$ cat src/rtl/rbm_pkg.sv
package rbm_pkg;

   localparam int PAGE_W   = 8;
   localparam int CNT_W    = 9;
   localparam int ADDR_W   = 16;
   localparam int PHYS_W   = 22;
   localparam int OFFSET_W = 14;
   localparam int RAM_W    = 13;

   localparam logic [CNT_W-1:0]  PAGE_COUNT_RESET = 9'd16;
   localparam logic [CNT_W-1:0]  PAGE_COUNT_MAX   = 9'd256;
   localparam logic [ADDR_W-1:0] BANK_REG_BASE    = 16'hFFFC;

   localparam int SAVE_ENABLE_BIT = 3;
   localparam int SAVE_HALF_BIT   = 2;

   typedef enum logic [1:0] {
      TGT_ROM  = 2'd0,
      TGT_RAM  = 2'd1,
      TGT_SAVE = 2'd2,
      TGT_NONE = 2'd3
   } target_type;

   typedef struct packed {
      logic             start;
      logic [PAGE_W-1:0] dividend;
      logic [CNT_W-1:0]  divisor;
   } mod_req_type;

   typedef struct packed {
      logic             done;
      logic [PAGE_W-1:0] remainder;
   } mod_rsp_type;

   function automatic logic [CNT_W-1:0] norm_count(input logic [CNT_W-1:0] n);
      logic [CNT_W-1:0] r;
      r = n;
      if (n == '0) begin
         r = {{(CNT_W-1){1'b0}}, 1'b1};
      end else if (n > PAGE_COUNT_MAX) begin
         r = PAGE_COUNT_MAX;
      end
      return r;
   endfunction

endpackage

$ cat src/rtl/rbm_mod_unit.sv
module rbm_mod_unit (
   input  logic                 clock,
   input  logic                 reset,
   input  rbm_pkg::mod_req_type mod_req,
   output rbm_pkg::mod_rsp_type mod_rsp
);

   localparam int STEP_W = $clog2(rbm_pkg::PAGE_W);

   logic                       busy_ff, busy_in;
   logic                       done_ff, done_in;
   logic [STEP_W-1:0]          step_ff, step_in;
   logic [rbm_pkg::PAGE_W-1:0] rem_ff, rem_in;
   logic [rbm_pkg::PAGE_W-1:0] dvd_ff, dvd_in;
   logic [rbm_pkg::CNT_W-1:0]  dvs_ff, dvs_in;
   logic [rbm_pkg::CNT_W-1:0]  trial;
   logic [rbm_pkg::CNT_W-1:0]  diff;

   // one restoring remainder step per cycle
   assign trial = {rem_ff, dvd_ff[rbm_pkg::PAGE_W-1]};
   assign diff  = trial - dvs_ff;

   always_comb begin
      busy_in = busy_ff;
      done_in = 1'b0;
      step_in = step_ff;
      rem_in  = rem_ff;
      dvd_in  = dvd_ff;
      dvs_in  = dvs_ff;
      if (mod_req.start) begin
         busy_in = 1'b1;
         step_in = '1;
         rem_in  = '0;
         dvd_in  = mod_req.dividend;
         dvs_in  = mod_req.divisor;
      end else if (busy_ff) begin
         dvd_in = {dvd_ff[rbm_pkg::PAGE_W-2:0], 1'b0};
         if (trial >= dvs_ff) begin
            rem_in = diff[rbm_pkg::PAGE_W-1:0];
         end else begin
            rem_in = trial[rbm_pkg::PAGE_W-1:0];
         end
         step_in = step_ff - 1'b1;
         if (step_ff == '0) begin
            busy_in = 1'b0;
            done_in = 1'b1;
         end
      end
   end

   always_ff @(posedge clock) begin
      if (reset) begin
         busy_ff <= 1'b0;
         done_ff <= 1'b0;
         step_ff <= '0;
      end else begin
         busy_ff <= busy_in;
         done_ff <= done_in;
         step_ff <= step_in;
      end
      rem_ff <= rem_in;
      dvd_ff <= dvd_in;
      dvs_ff <= dvs_in;
   end

   assign mod_rsp.done      = done_ff;
   assign mod_rsp.remainder = rem_ff;

endmodule

$ cat src/rtl/rom_bank_mapper_16k.sv
// ROM bank mapper with 16 KB pages.
// req_ channel: one CPU access per item (operation, cpu_address, write_byte),
// valid/ready. rsp_ channel: target, physical_address, save_ram_used,
// valid/ready, from an output register. csr_write_enable/csr_write_data load
// the ROM page count at any edge; write it only while the block is idle.
// A ROM read reduces the bank register modulo the page count in a shared
// remainder unit, one quotient bit per cycle: 8 steps, after which the result
// passes through ST_DONE into the output register and the block returns to idle.
// Every other item goes from acceptance straight to ST_DONE and then out.
// req_ready is high only in ST_IDLE, also while a result waits in the output register; one item at a time.
// A write to 0xFFFC-0xFFFF loads bank register address&3 after the lookup.
// Reset: page count 16, bank registers 0,0,1,0, save flag clear, no item.
// If the receiver stalls, the result stays in the output register and the
// finished next result waits internally; no new item is taken until it moves.
module rom_bank_mapper_16k (
   input  logic                         clock,
   input  logic                         reset,
   input  logic                         req_valid,
   output logic                         req_ready,
   input  logic                         req_operation,
   input  logic [rbm_pkg::ADDR_W-1:0]   req_cpu_address,
   input  logic [7:0]                   req_write_byte,
   output logic                         rsp_valid,
   input  logic                         rsp_ready,
   output logic [1:0]                   rsp_target,
   output logic [rbm_pkg::PHYS_W-1:0]   rsp_physical_address,
   output logic                         rsp_save_ram_used,
   input  logic                         csr_write_enable,
   input  logic [rbm_pkg::CNT_W-1:0]    csr_write_data
);

   typedef enum logic [2:0] {
      ST_IDLE = 3'b001,
      ST_CALC = 3'b010,
      ST_DONE = 3'b100
   } state_type;

   state_type                        state_ff, state_in;
   logic [rbm_pkg::CNT_W-1:0]        page_count_ff;
   logic [7:0]                       bank_ff [4];
   logic                             save_seen_ff, save_seen_in;
   logic [1:0]                       res_target_ff, res_target_in;
   logic [rbm_pkg::PHYS_W-1:0]       res_phys_ff, res_phys_in;
   logic [rbm_pkg::OFFSET_W-1:0]     offset_ff, offset_in;
   logic                             rsp_valid_ff, rsp_valid_in;
   logic [1:0]                       rsp_target_ff;
   logic [rbm_pkg::PHYS_W-1:0]       rsp_phys_ff;
   logic                             rsp_save_ff;

   rbm_pkg::mod_req_type             mod_req;
   rbm_pkg::mod_rsp_type             mod_rsp;

   logic                             accept;
   logic [2:0]                       slot;
   logic                             is_write;
   logic                             save_on;
   logic                             bank_write;
   logic [1:0]                       bank_sel;
   logic                             load_out;

   assign accept     = req_valid && req_ready;
   assign slot       = req_cpu_address[rbm_pkg::ADDR_W-1 -: 3];
   assign is_write   = req_operation;
   assign save_on    = bank_ff[0][rbm_pkg::SAVE_ENABLE_BIT];
   assign bank_write = is_write && (req_cpu_address >= rbm_pkg::BANK_REG_BASE);
   assign bank_sel   = req_cpu_address[1:0];
   assign load_out   = (state_ff == ST_DONE) && (!rsp_valid_ff || rsp_ready);

   always_comb begin
      state_in         = state_ff;
      res_target_in    = res_target_ff;
      res_phys_in      = res_phys_ff;
      offset_in        = offset_ff;
      save_seen_in     = save_seen_ff;
      mod_req.start    = 1'b0;
      mod_req.dividend = bank_ff[1];
      mod_req.divisor  = rbm_pkg::norm_count(page_count_ff);
      case (state_ff)
         ST_IDLE: begin
            if (accept) begin
               offset_in = req_cpu_address[rbm_pkg::OFFSET_W-1:0];
               state_in  = ST_DONE;
               if (slot inside {[3'd6:3'd7]}) begin
                  res_target_in = rbm_pkg::TGT_RAM;
                  res_phys_in   = rbm_pkg::PHYS_W'(req_cpu_address[rbm_pkg::RAM_W-1:0]);
               end else if (slot inside {[3'd4:3'd5]} && save_on) begin
                  res_target_in = rbm_pkg::TGT_SAVE;
                  res_phys_in   = rbm_pkg::PHYS_W'({bank_ff[0][rbm_pkg::SAVE_HALF_BIT],
                                     req_cpu_address[rbm_pkg::OFFSET_W-1:0]});
               end else if (is_write) begin
                  res_target_in = rbm_pkg::TGT_NONE;
                  res_phys_in   = '0;
               end else begin
                  res_target_in = rbm_pkg::TGT_ROM;
                  mod_req.start = 1'b1;
                  state_in      = ST_CALC;
                  if (slot inside {[3'd0:3'd1]}) begin
                     mod_req.dividend = bank_ff[1];
                  end else if (slot inside {[3'd2:3'd3]}) begin
                     mod_req.dividend = bank_ff[2];
                  end else begin
                     mod_req.dividend = bank_ff[3];
                  end
               end
               if (bank_write && bank_sel == 2'd0 && req_write_byte[rbm_pkg::SAVE_ENABLE_BIT]) begin
                  save_seen_in = 1'b1;
               end
            end
         end
         ST_CALC: begin
            if (mod_rsp.done) begin
               res_phys_in = {mod_rsp.remainder, offset_ff};
               state_in    = ST_DONE;
            end
         end
         ST_DONE: begin
            if (load_out) begin
               state_in = ST_IDLE;
            end
         end
         default: begin
            state_in = ST_IDLE;
         end
      endcase
   end

   always_comb begin
      rsp_valid_in = rsp_valid_ff;
      if (load_out) begin
         rsp_valid_in = 1'b1;
      end else if (rsp_ready) begin
         rsp_valid_in = 1'b0;
      end
   end

   always_ff @(posedge clock) begin
      if (reset) begin
         state_ff      <= ST_IDLE;
         page_count_ff <= rbm_pkg::PAGE_COUNT_RESET;
         bank_ff[0]    <= 8'd0;
         bank_ff[1]    <= 8'd0;
         bank_ff[2]    <= 8'd1;
         bank_ff[3]    <= 8'd0;
         save_seen_ff  <= 1'b0;
         rsp_valid_ff  <= 1'b0;
      end else begin
         state_ff     <= state_in;
         save_seen_ff <= save_seen_in;
         rsp_valid_ff <= rsp_valid_in;
         if (csr_write_enable) begin
            page_count_ff <= csr_write_data;
         end
         if (accept && bank_write) begin
            bank_ff[bank_sel] <= req_write_byte;
         end
      end
      res_target_ff <= res_target_in;
      res_phys_ff   <= res_phys_in;
      offset_ff     <= offset_in;
      if (load_out) begin
         rsp_target_ff <= res_target_ff;
         rsp_phys_ff   <= res_phys_ff;
         rsp_save_ff   <= save_seen_ff;
      end
   end

   rbm_mod_unit u_mod (
      .clock   (clock),
      .reset   (reset),
      .mod_req (mod_req),
      .mod_rsp (mod_rsp)
   );

   assign req_ready            = (state_ff == ST_IDLE);
   assign rsp_valid            = rsp_valid_ff;
   assign rsp_target           = rsp_target_ff;
   assign rsp_physical_address = rsp_phys_ff;
   assign rsp_save_ram_used    = rsp_save_ff;

   a_done_in_calc: assert property (@(posedge clock) disable iff (reset)
      mod_rsp.done |-> state_ff == ST_CALC)
      else $error("remainder done outside calc");

   a_busy_after_accept: assert property (@(posedge clock) disable iff (reset)
      accept |=> !req_ready)
      else $error("ready right after accept");

   a_save_sticky: assert property (@(posedge clock) disable iff (reset)
      save_seen_ff |=> save_seen_ff)
      else $error("save flag cleared");

   a_rom_page_range: assert property (@(posedge clock) disable iff (reset)
      mod_rsp.done |-> 9'(mod_rsp.remainder) < rbm_pkg::norm_count(page_count_ff))
      else $error("page not reduced");

endmodule

$ cat config.mk
export PLATFORM = sky130hd
export DESIGN_NAME = rom_bank_mapper_16k
export DESIGN_NICKNAME = d
export VERILOG_FILES = /design/src/rtl/rbm_pkg.sv /design/src/rtl/rbm_mod_unit.sv /design/src/rtl/rom_bank_mapper_16k.sv
export SDC_FILE = /design/constraint.sdc
export NUM_CORES = 1
export LEC_CHECK = 0
export CAP_MARGIN = 20
export CORE_MARGIN = 3
export CORE_UTILIZATION = 60
export DETAILED_ROUTE_END_ITERATION = 8
export DONT_BUFFER_PORTS = 1
export PLACE_DENSITY = 0.75
export SLEW_MARGIN = 30
export SYNTH_ARGS = -nofsm -noshare
export SYNTH_HDL_FRONTEND = slang
export SYNTH_SLANG_ARGS = --single-unit
export TNS_END_PERCENT = 1
$ cat constraint.sdc
create_clock -name clock -period 3.3 [get_ports clock]
set_input_delay 0.66 -clock clock [delete_from_list [all_inputs] [get_ports clock]]
set_output_delay 0.66 -clock clock [all_outputs]
set_load 0.01 [all_outputs]
* Yosys cells after proc, flatten, opt, wreduce, memory -nomap -nowiden *
Memory sizes are Yosys's and may differ from the RTL's.
Index checks and enable logic that the tools add are counted.

word-level totals
  input bits = 39
  memories kept = 1
  RAM bits = 32
  bits in registers = 107

operators by class
  reductions and logical operators = 26
  $add $sub $neg = 2
  magnitude comparators = 11
  muxes and demuxes = 42
  equality and inequality tests = 7
  bitwise gates (word level) = 1

memories
  memory   words  bits a word  rd ports  clocked after Yosys merged registers in  wr ports  line                       text
  bank_ff  4      8            4         0                                        4         rom_bank_mapper_16k.sv:40  logic [7:0] bank_ff [4];

operator list
  kind                  number
  $mux 22               5
  $mux 9                6
  $mux 8                6
  $pmux 22 s2           1
  $mux 3                8
  $ge 16x16->1 const B  1
  $mux 1                12
  $logic_and 1x1->1     11
  $ge 9x9->1            1
  $gt 9x9->1 const B    1
  $logic_not 9->1       1
  $pmux 3 s3            1
  $reduce_or 8->1       1
  $sub 8x8->8           1
  $ge 3x3->1 const B    2
  $le 3x3->1 const B    2
  $mux 2                3
  $reduce_and 3->1      2
  $reduce_bool 2->1     3
  $ne 2x1->1 const B    2
  $ne 4x1->1 const B    1
  $reduce_and 4->1      1
  $eq 3x1->1 const B    1
  $eq 3x2->1 const B    1
  15 further kinds      15

* Depth between registers and ports, before layout *
Gate-level depths: netlist of run 1.

  depth in word-level cells = 10
  depth in mapped cells = 8
  depth with buffers taken out = 8

* Cells and area by module *
From an unflattened synthesis of run 1, not the netlist that was laid out.

second synthesis, totals
  cell total of the unflattened synthesis = 446
  area total of the unflattened synthesis = 5886.9 um^2

modules (own cells, without submodules)
  module               seq. area each (um^2)  instances  area an instance (um^2)  cells each
  rom_bank_mapper_16k  2952.8                 1          4140.2                   277
  rbm_mod_unit         770.7                  1          1746.7                   169

* Least setup slack after synthesis of run 1 *
No wires, ideal clock.

  path type = input port to flip-flop
  from = input port req_cpu_address[14] (netlist bit)
  to = memory bank_ff[3][0] (enable)
  path buffers = 1
  stages on the path = 5
  library setup time = 0.384 ns
  arrival time = 1.851 ns
  path slack = 1.065 ns
  cells stage by stage = clkbuf_1 > nand4_1 > nor4_2 > nand2_1 > o21ai_0

RTL lines
  what                line                       text
  start: declaration  rom_bank_mapper_16k.sv:21  input logic [rbm_pkg::ADDR_W-1:0] req_cpu_address,
  end: declaration    rom_bank_mapper_16k.sv:40

* Final worst setup path of run 1 *
  from = register u_mod.dvs_ff[2] (netlist bit)
  to = register u_mod.rem_ff[1] (netlist bit)

on the way
  cells in the longest elaborated chain, start to end = 2

ends and longest elaborated chain
  what                      line                text
  start: declaration        rbm_mod_unit.sv:15  logic [rbm_pkg::CNT_W-1:0] dvs_ff, dvs_in;
  start signal: assignment  rbm_mod_unit.sv:63  dvs_ff <= dvs_in;
  $ge 9x9->1                rbm_mod_unit.sv:38  if (trial >= dvs_ff) begin
  $mux 8                    rbm_mod_unit.sv:38
  end signal: assignment    rbm_mod_unit.sv:61  rem_ff <= rem_in;
  end: declaration          rbm_mod_unit.sv:13  logic [rbm_pkg::PAGE_W-1:0] rem_ff, rem_in;

Every way passes these cells.
A chain may end at the register's enable or synchronous reset.

==> results of run 1 <==
## report_power, final
part	leakage, nW	internal [W]	switching (W)
combinational	0.918	0.000214	0.000307
sequential	1.24	0.00194	0.0000766
clock	0.268	0.000956	0.000772
total	2.42	0.00311	0.00116
## worst max-delay path by stage
stage                   startpoint  cells after the start         endpoint
6_report           u_mod.dvs_ff[2]                      7  u_mod.rem_ff[1]
5_1_grt            u_mod.dvs_ff[2]                      7  u_mod.rem_ff[1]
2_1_floorplan  req_cpu_address[14]                      5    bank_ff[3][0]
4_1_cts            u_mod.dvs_ff[2]                      7  u_mod.rem_ff[1]
3_3_place_gp             req_valid                      6    bank_ff[2][2]
3_5_place_dp             req_valid                      6    bank_ff[2][7]
## kinds of logic (layout without fill, tap and decap cells)
group           Yosys count  after routing
flops                   133            133
simple gates            132            132
compound gates           93             93
buf+inv                  44             61
mux                      17             17
fa+ha+maj                14             14
xor+xnor                  4              4
## metrics by stage
stage	instance area [sq um]	util, %	hold WS (ns)	total power, W	worst slack, ns
floorplan	5650	-	0.400	0.00245	1.07
global placement	5720	64.0	0.401	0.00254	0.925
detailed placement	5720	64.0	0.405	0.00256	0.814
CTS	6270	70.2	0.195	0.00428	0.871
global route	6270	70.2	0.185	0.00444	0.635
finish	6270	70.2	0.210	0.00426	0.794
## layout by cell type (no fill, tap or decap), types with 2 or more instances in the layout
cell / n
inv_1: 24
inv_6: 7
o311a_1: 2
a211oi_1: 2
edfxtp_1: 106
clkbuf_16: 16
and2_1: 28
clkinvlp_4: 2
nand3b_1: 2
inv_8: 2
and3b_1: 2
ha_1: 13
nor3_1: 4
nor2b_1: 3
dfxtp_1: 27
xnor2_1: 2
nand2b_1: 6
a41oi_1: 2
a21oi_1: 24
nand3_1: 9
a21o_1: 5
o22ai_1: 2
a31oi_1: 7
nor4_1: 2
nand2_1: 22
mux2i_1: 17
a22o_1: 17
clkinv_4: 2
and3_1: 11
xor2_1: 2
buf_4: 5
or2_2: 2
nand4_1: 4
o21ai_0: 22
nor3b_1: 2
nor2_1: 27
## sequential cells by signal, indices dropped and copies added (netlist names)
| name | cells |
|---|---|
| bank_ff | 26 |
| offset_ff | 14 |
| page_count_ff | 9 |
| res_phys_ff | 22 |
| res_target_ff | 2 |
| rsp_physical_address | 22 |
| rsp_save_ram_used | 1 |
| rsp_target | 2 |
| rsp_valid | 1 |
| save_seen_ff | 1 |
| state_ff | 3 |
| u_mod.busy_ff | 1 |
| u_mod.done_ff | 1 |
| u_mod.dvd_ff | 8 |
| u_mod.dvs_ff | 9 |
| u_mod.rem_ff | 8 |
| u_mod.step_ff | 3 |
## worst register-to-register path, delay by kind of cell, from the launching register on
kind / cells / cell delay [ns]
flip-flops: 1 / 0.33
buffers and inverters: 1 / 0.04
AO/OA/AOI/OAI: 5 / 1.67
adder cells (fa/ha/maj): 1 / 0.38
## cell type report
class                      instances  area, sq um  share of cell area [%]
inverter                          24         90.1                    1.44
tap                              108          135                    2.15
multi-input combinational        260         1730                    27.6
sequential                       133         3720                    59.4
timing repair buffer               5         37.5                   0.598
clock inverter                    15          138                    2.19
clock buffer                      17          414                    6.60
## layer usage
layer | global-route usage, % | wire length (microns) | up-vias
li1 | - | - | 1629
met1 | 26.2 | 4360 | 1615
met2 | 33.4 | 4950 | 124
met3 | 6.63 | 719 | 21
met4 | 10.5 | 249 | 0
met5 | 0 | 0 | -
==> metrics.cfg, run 1 <==
[clock_network]
cts.clk_slew.worst_paths_ns=0.06
ctsRootBufferMaster=clkbuf_8
clock_sinks=133
cts_made_buffers=17
cts_setup_buffers=0
tritoncts=done
cts_resized=0
clock_path_buffers=2
clk_latency_ns=0.52
ctsHoldBuffers=0
htreeDepth=4

[floorplan]
die_h_microns=103
die-area_sq_mm=0.0106
pin_count=66
die_w_microns=103
std_cell_rows=34
start_util_pct=63.2
core_area_sq_mm=0.00893

[critical_path]
reg2reg_to=u_mod.rem_ff[1]
crit_type=reg -> reg
endpoint_kind=register
crit_slowest_cell=o311ai_2
rrSetupSlack_ns=0.79
reg2reg_depth=7
path_cells=inv_1 -> ha_1 -> a21oi_4 -> a21oi_2 -> o311ai_2 -> a21boi_0 -> o32ai_1
arrival_ns=2.91
crit_family=compound AO/OA/AOI/OAI gates
slowest_delay_ns=0.75
r2r-start=u_mod.dvs_ff[2]
critPathMaxFanout=11
crit_required_ns=3.71
startpoint_type=register
worst-path-buf-inv=1

[hold_path]
hold_class=in -> reg
min_path_cells=1
min_to=page_count_ff[2]
hold_start=reset

[logic_synthesis]
synthSimpleGateAreaFrac_pct=12.7
synthAdderAreaFrac_pct=3.23
yosysUniqueCellTypes=52
syn_inst=437
synth_nets=490
netlist.area_leader.share_pct=56.3
yosys-top-cells-count=106 x edfxtp_1, 28 x and2_1, 28 x nor2_1, 27 x dfxtp_1
synth_compound_area_share_pct=11.1
synth_edf_count=106
synth_seq_cells=133
yosysWarnings=0
yosysSeqAreaShare_pct=65.9
synth_top_area_cell=edfxtp_1
synth_mux_area_share_pct=3.01
synth_area_leaders=edfxtp_1 56%, dfxtp_1 9.6%, and2_1 3.1%
synth-xor-area-share_pct=0.620
ys.flop_type=edfxtp_1
synth_async_sr_flop_share_pct=0
syn_area_sq_mm=0.00565
syn_avg_cell_area_sq_um=12.9
yosys.cell_count.top_type=edfxtp_1
synth_top_family_by_area=simple AND/OR/NAND/NOR gates

[placement]
dp.cells=530
port_buffers=0
dpl.hpwl_microns=6980
gp_congestion=0.873

[cells_and_area]
diodes=0
final_cells=562
nNetsFinal=494
fillCellCount=591
drive_gt1_share_pct=10.1
area.growth.synth_to_final_pct=11.0

[global_routing]
antenna_found_initial=0
grt_overflow_total=0
grtUsageTotal_pct=21.1
grt_max_degree=31
grt_pass1_wl_microns=16800
grt_pass1_vias=3333

[routing]
wire_per_inst_microns=18.3
drt_iter0_drc=131
via_per_inst=6.03
ant_nets=0
vias=3389
firstDrtPassIters=4
drcViolationCount=0
wl_microns=10300

[sta]
max_freq_mhz=399
setup_viol=0
period_needed_ns=2.51
layout_worst_path_cycle_share_pct=75.9
slew_headroom_pct=41.8
drv_slew=0
finalClockSkew_ns=0.00773
hold_viol_final=0
rsz0062_at_grt=false
tightest_slew_ns=0.870
fin_tns_setup_ns=0

[power]
p_per_area_mw_per_mm2=680
leakage_nw=2.42
vdd_ir_drop_max_uv=392

[run]
drv_cap=0

[outcome]
status=finished clean

Note: power is estimated with default switching activity, not from simulation.
==> run 2: changes to the inputs <==
- ABC_AREA: default -> 1
- CORE_UTILIZATION: 60 -> 57
- PLACE_DENSITY: 0.75 -> 0.74
- clock period: 3.3 -> 2.3 ns (I/O delays scaled with it)
==> run 2 against run 1 <==
Against the previous run:
- area after synthesis is 1.3% higher
- via count up 12%
- critical path depth grew 1
- combinational power grew 30%
- critical path type unchanged
- first-iteration DRC count rose by 82%
- highest routed layer unchanged
- sequential power is 51% higher
- routed wire length increased by 5.2%
- fmax is 25% higher
- clock power rose by 48%
- power up 47%
- global-route usage down 0.63 points
==> metrics.cfg, run 2 <==
[clock_network]
cts_setup_buffers=0
cts_made_buffers=17
ctsRootBufferMaster=clkbuf_8
htreeDepth=4
clk_latency_ns=0.51
clock_sinks=133
cts.clk_slew.worst_paths_ns=0.06
clock_path_buffers=2
tritoncts=done

[sta]
fin_tns_setup_ns=0
finalClockSkew_ns=0.00681
slew_headroom_pct=57.2
layout_worst_path_cycle_share_pct=87.5
holdWs_ns=0.0341
max_freq_mhz=497
rsz0062_at_grt=false
drv_slew=0
period_needed_ns=2.01
tightest_slew_ns=0.640
hold_viol_final=0
setup_viol=0

[cells_and_area]
top_register=bank_ff
diodes=0
final_cell_mix=106 x edfxtp_1, 102 x nand2_1, 76 x nor2_1, 72 x inv_1, 44 x nand3_1
drive_gt1_share_pct=10.5
area.growth.synth_to_final_pct=13.5
final_cells=711
nNetsFinal=622
final_common_cell=edfxtp_1
fin_util_pct=68.3
largest_reg_flops=26

[logic_synthesis]
syn_area_sq_mm=0.00572
yosys.cell_count.top_type=edfxtp_1
yosys-top-cells-count=106 x edfxtp_1, 102 x nand2_1, 76 x nor2_1, 72 x inv_1, 44 x nand3_1
netlist.area_leader.share_pct=55.6
synth_area_leaders=edfxtp_1 56%, dfxtp_1 9.4%, nand2_1 6.7%
syn_avg_cell_area_sq_um=10.4
ys.flop_type=edfxtp_1
synth_seq_cells=133
yosysSeqAreaShare_pct=65.1
synth_async_sr_flop_share_pct=0
syn_inst=552
synth_nets=605
yosysUniqueCellTypes=35
synth_top_area_cell=edfxtp_1
yosysWarnings=0
synth_edf_count=106

[global_routing]
grt_pass1_vias=3737
grt_max_degree=38
grtUsageTotal_pct=20.4
grt_pass1_wl_microns=17900
grt_overflow_total=0
antenna_found_initial=0

[hold_path]
min_to=rsp_valid
min_path_cells=1
hold_class=in -> reg
hold_start=reset

[critical_path]
cp-startpoint=state_ff[0]
arrival_ns=2.19
crit_required_ns=2.48
reg2reg_to=u_mod.dvd_ff[0]
r2r-start=state_ff[0]
critPathMaxFanout=20
reg2reg_depth=8
rrSetupSlack_ns=0.29
startpoint_type=register
crit_type=reg -> reg
endpoint_kind=register

[floorplan]
core_area_sq_mm=0.00950
die-area_sq_mm=0.0113
start_util_pct=60.2
die_h_microns=106
pin_count=66
die_w_microns=106
std_cell_rows=35

[placement]
port_buffers=0
dp.cells=677
gp_congestion=0.876
dpl.hpwl_microns=7380

[power]
p_per_area_mw_per_mm2=965
vdd_ir_drop_max_uv=763
leakage_nw=2.68

[routing]
firstDrtPassIters=6
wire_per_inst_microns=15.2
drcViolationCount=0
vias=3808
wl_microns=10800
drt_iter0_drc=239
ant_nets=0
via_per_inst=5.36

[outcome]
status=finished clean

[run]
drv_cap=0

[run 2: cell types whose count changed in the layout (fill, tap and decap cells not counted), moves of 6 or more]
cell      before  now
nand2_1       22  102
a31oi_1        7    1
mux2i_1       17    0
inv_1         24   72
nor2_1        27   76
and3_1        11    0
nand3_1        9   44
nand2b_1       6    0
and2_1        28    1
a22o_1        17    0
[run 2: timing repair]
action                    in CTS  in global routing
hold buffers                   1                  1
resized for setup              0                  0
hold endpoints to repair       1                  2
[run 2: layout make-up]
cell class	instances	area, sq um
sequential	133	3720
timing repair buffer	11	87.6
clock buffer	18	418
fill	701	3010
clock inverter	14	154
tap	129	161
inverter	79	297
multi-input combinational	327	1650
[run 2: per-layer routing]
metal / GRT usage [%] / wire length, microns / up-vias
met5: 0 / 0 / -
met3: 5.65 / 601 / 15
met2: 34.7 / 5360 / 118
met4: 8.05 / 154 / 0
li1: - / - / 1889
met1: 24.8 / 4700 / 1786
[run 2: logic make-up after synthesis]
| logic type | after synthesis | synth area share, % |
|---|---|---|
| compound gates | 57 | 5.49 |
| xor+xnor | 4 | 0.612 |
| fa+ha+maj | 14 | 3.19 |
| simple gates | 252 | 19.1 |
| buf+inv | 92 | 6.52 |
| flops | 133 | 65.1 |
[run 2: worst max-delay path by stage]
stage                               to  slack [ns]  depth (start not counted)
3_5_place_dp             bank_ff[2][6]        0.23                          8
4_1_cts                u_mod.dvd_ff[5]        0.27                          8
3_3_place_gp             bank_ff[2][5]        0.32                          8
5_1_grt                u_mod.dvd_ff[5]        0.11                          8
6_report               u_mod.dvd_ff[0]        0.29                          8
2_1_floorplan  rsp_physical_address[0]       -0.05                          2
[run 2: metrics by stage]
step	power, W	area [sq um]	setup slack, ns
after detailed placement	0.00374	5900	0.234
after global routing	0.00655	6490	0.110
after global placement	0.00371	5900	0.325
after floorplan	0.00356	5730	-0.0453
after CTS	0.00632	6480	0.270
final	0.00626	6490	0.288
[run 2: critical path, cell delays in order (launching register included)]
cell and delay (ns):
dfxtp_1 0.41, inv_2 0.06, nor2_2 0.09, nand2_2 0.10
nor2_2 0.20, nand2_2 0.17, inv_2 0.31, nor2_1 0.10
inv_1 0.26
[run 2: power by group]
group	internal [W]	total [W]	leakage, nW	switching (W)
combinational	0.000214	0.000676	1.17	0.000462
sequential	0.00292	0.00303	1.24	0.000102
clock	0.00155	0.00256	0.267	0.00101
==> run 3: changes to the inputs <==
- SYNTH_HIERARCHICAL: default -> 1
==> run 3 against run 2 <==
Against the previous run:
- sequential power decreased by 3%
- first-iteration DRC count rose by 5.9%
- cell count increased by 2.8%
- design area grew 1.0%
- sequential cell count unchanged
- critical path type unchanged
- critical endpoint is now u_mod/dvd_ff[6]
==> metrics.cfg, run 3 <==
[logic_synthesis]
yosysUniqueCellTypes=34
synth_top_area_cell=edfxtp_1
synth_nets=620
synth_edf_count=106
netlist.area_leader.share_pct=54.7
synth_async_sr_flop_share_pct=0
ys.flop_type=edfxtp_1
syn_inst=569
synth_seq_cells=133
yosys.cell_count.top_type=nand2_1
yosys-top-cells-count=123 x nand2_1, 106 x edfxtp_1, 75 x inv_1, 73 x nor2_1, 31 x a21oi_1
syn_area_sq_mm=0.00582
syn_avg_cell_area_sq_um=10.2
yosysWarnings=6
synth_area_leaders=edfxtp_1 55%, dfxtp_1 9.3%, nand2_1 7.9%
yosysSeqAreaShare_pct=63.9

[floorplan]
std_cell_rows=36
die_h_microns=107
start_util_pct=59.0
die_w_microns=107
die-area_sq_mm=0.0115
pin_count=66
core_area_sq_mm=0.00986

[sta]
finalClockSkew_ns=0.0102
tightest_slew_ns=0.795
setup_viol=0
holdWs_ns=0.0289
setup_ws_ns=0.469
drv_slew=0
hold_viol_final=0
period_needed_ns=1.83
rsz0062_at_grt=false
layout_worst_path_cycle_share_pct=79.6
slew_headroom_pct=46.8
fin_tns_setup_ns=0
max_freq_mhz=546

[cells_and_area]
nNetsFinal=636
diodes=0
final_common_cell=nand2_1
area.growth.synth_to_final_pct=12.6
fillCellCount=734
drive_gt1_share_pct=10.4
final_cells=731
top_register=bank_ff
largest_reg_flops=26
fin_area_sq_mm=0.00656
final_cell_mix=123 x nand2_1, 106 x edfxtp_1, 75 x inv_1, 72 x nor2_1, 29 x a21oi_1

[routing]
drcViolationCount=0
wl_microns=11700
ant_nets=0
firstDrtPassIters=5
vias=3956
drt_iter0_drc=253
via_per_inst=5.41
wire_per_inst_microns=16.0

[global_routing]
antenna_found_initial=0
grt_pass1_wl_microns=18500
grt_pass1_vias=3901
grt_overflow_total=0
grt_max_degree=41
grtUsageTotal_pct=20.9

[clock_network]
clock_path_buffers=2
tritoncts=done
cts_setup_buffers=0
clk_latency_ns=0.51
ctsRootBufferMaster=clkbuf_8
ctsHoldBuffers=0
htreeDepth=4
cts_resized=0
cts.clk_slew.worst_paths_ns=0.06
cts_made_buffers=17
clock_sinks=133

[placement]
postPlaceCellArea_sq_mm=0.00600
dpl.hpwl_microns=7940
port_buffers=0
dp.cells=698
gp_congestion=0.865
dp_slack_ns=0.408

[critical_path]
crit_cells=5
arrival_ns=2.03
crit_slowest_cell=nor2_1
startpoint_type=register
endpoint=u_mod/dvd_ff[6]
crit_type=reg -> reg
path_cells=nand2_1 -> nand3_1 -> nor2_2 -> nor2_1 -> inv_2
cp-startpoint=bank_ff[0][3]
endpoint_kind=register
r2r-start=bank_ff[0][3]
crit_required_ns=2.50
slowest_delay_ns=0.61
reg2reg_depth=5
reg2reg_to=u_mod/dvd_ff[6]
critPathMaxFanout=13
crit_family=simple AND/OR/NAND/NOR gates
worst-path-buf-inv=1
rrSetupSlack_ns=0.47

[hold_path]
hold_class=in -> reg

[run]
drv_cap=0

[outcome]
status=finished clean

[power]
p_per_area_mw_per_mm2=901
vdd_ir_drop_max_uv=405
leakage_nw=2.81

[run 3: worst min path at each step]
| stage | start | end | slack [ns] | cells past startpoint |
|---|---|---|---|---|
| detailed placement | res_phys_ff[19] | rsp_physical_address[19] | 0.41 | 0 |
| floorplan | res_phys_ff[0] | rsp_physical_address[0] | 0.40 | 0 |
| finish | reset | u_mod/busy_ff | 0.03 | 1 |
| global route | reset | u_mod/busy_ff | 0.003 | 1 |
| CTS | reset | rsp_valid | 0.001 | 1 |
| global placement | res_phys_ff[10] | rsp_physical_address[10] | 0.40 | 0 |
[run 3: cell type report]
type                            instances  area (sq um)  area share (%)
Inverter                               81           309            4.71
Clock inverter                         15           131            2.00
Multi-Input combinational cell        341          1730            26.4
Timing Repair Buffer                   11          85.1            1.30
Tap cell                              133           166            2.54
Clock buffer                           17           414            6.31
Sequential cell                       133          3720            56.8
[run 3: per-stage QoR]
| stage | total power, W | utilization [%] |
|---|---|---|
| detailed placement | 0.00347 | 60.9 |
| CTS | 0.00593 | 66.4 |
| global route | 0.00613 | 66.5 |
| finish | 0.00591 | 66.5 |
| floorplan | 0.00332 | - |
| global placement | 0.00343 | 60.9 |
[run 3: cells by family after synthesis]
kind of cell	Yosys count	share of synthesized area, %
mux	8	1.38
xor+xnor	3	0.451
compound gates	59	5.29
fa+ha+maj	12	2.71
buf+inv	95	6.53
flops	133	63.9
simple gates	259	19.7
[run 3: power by group]
| group | leakage [nW] | total (W) | internal [W] | switching, W |
|---|---|---|---|---|
| Combinational | 1.31 | 0.000498 | 0.000147 | 0.000352 |
| Sequential | 1.24 | 0.00293 | 0.00285 | 0.0000765 |
| Clock | 0.263 | 0.00248 | 0.00137 | 0.00111 |
| Total | 2.81 | 0.00591 | 0.00437 | 0.00154 |
[run 3: routing by layer]
metal | track usage (%) | up-vias | part of all wire (%)
met2 | 36.1 | 143 | 52
met5 | 0 | - | 0
met4 | 8.49 | 0 | 2.1
met3 | 4.94 | 25 | 5.5
met1 | 25.0 | 1863 | 41
li1 | - | 1925 | -
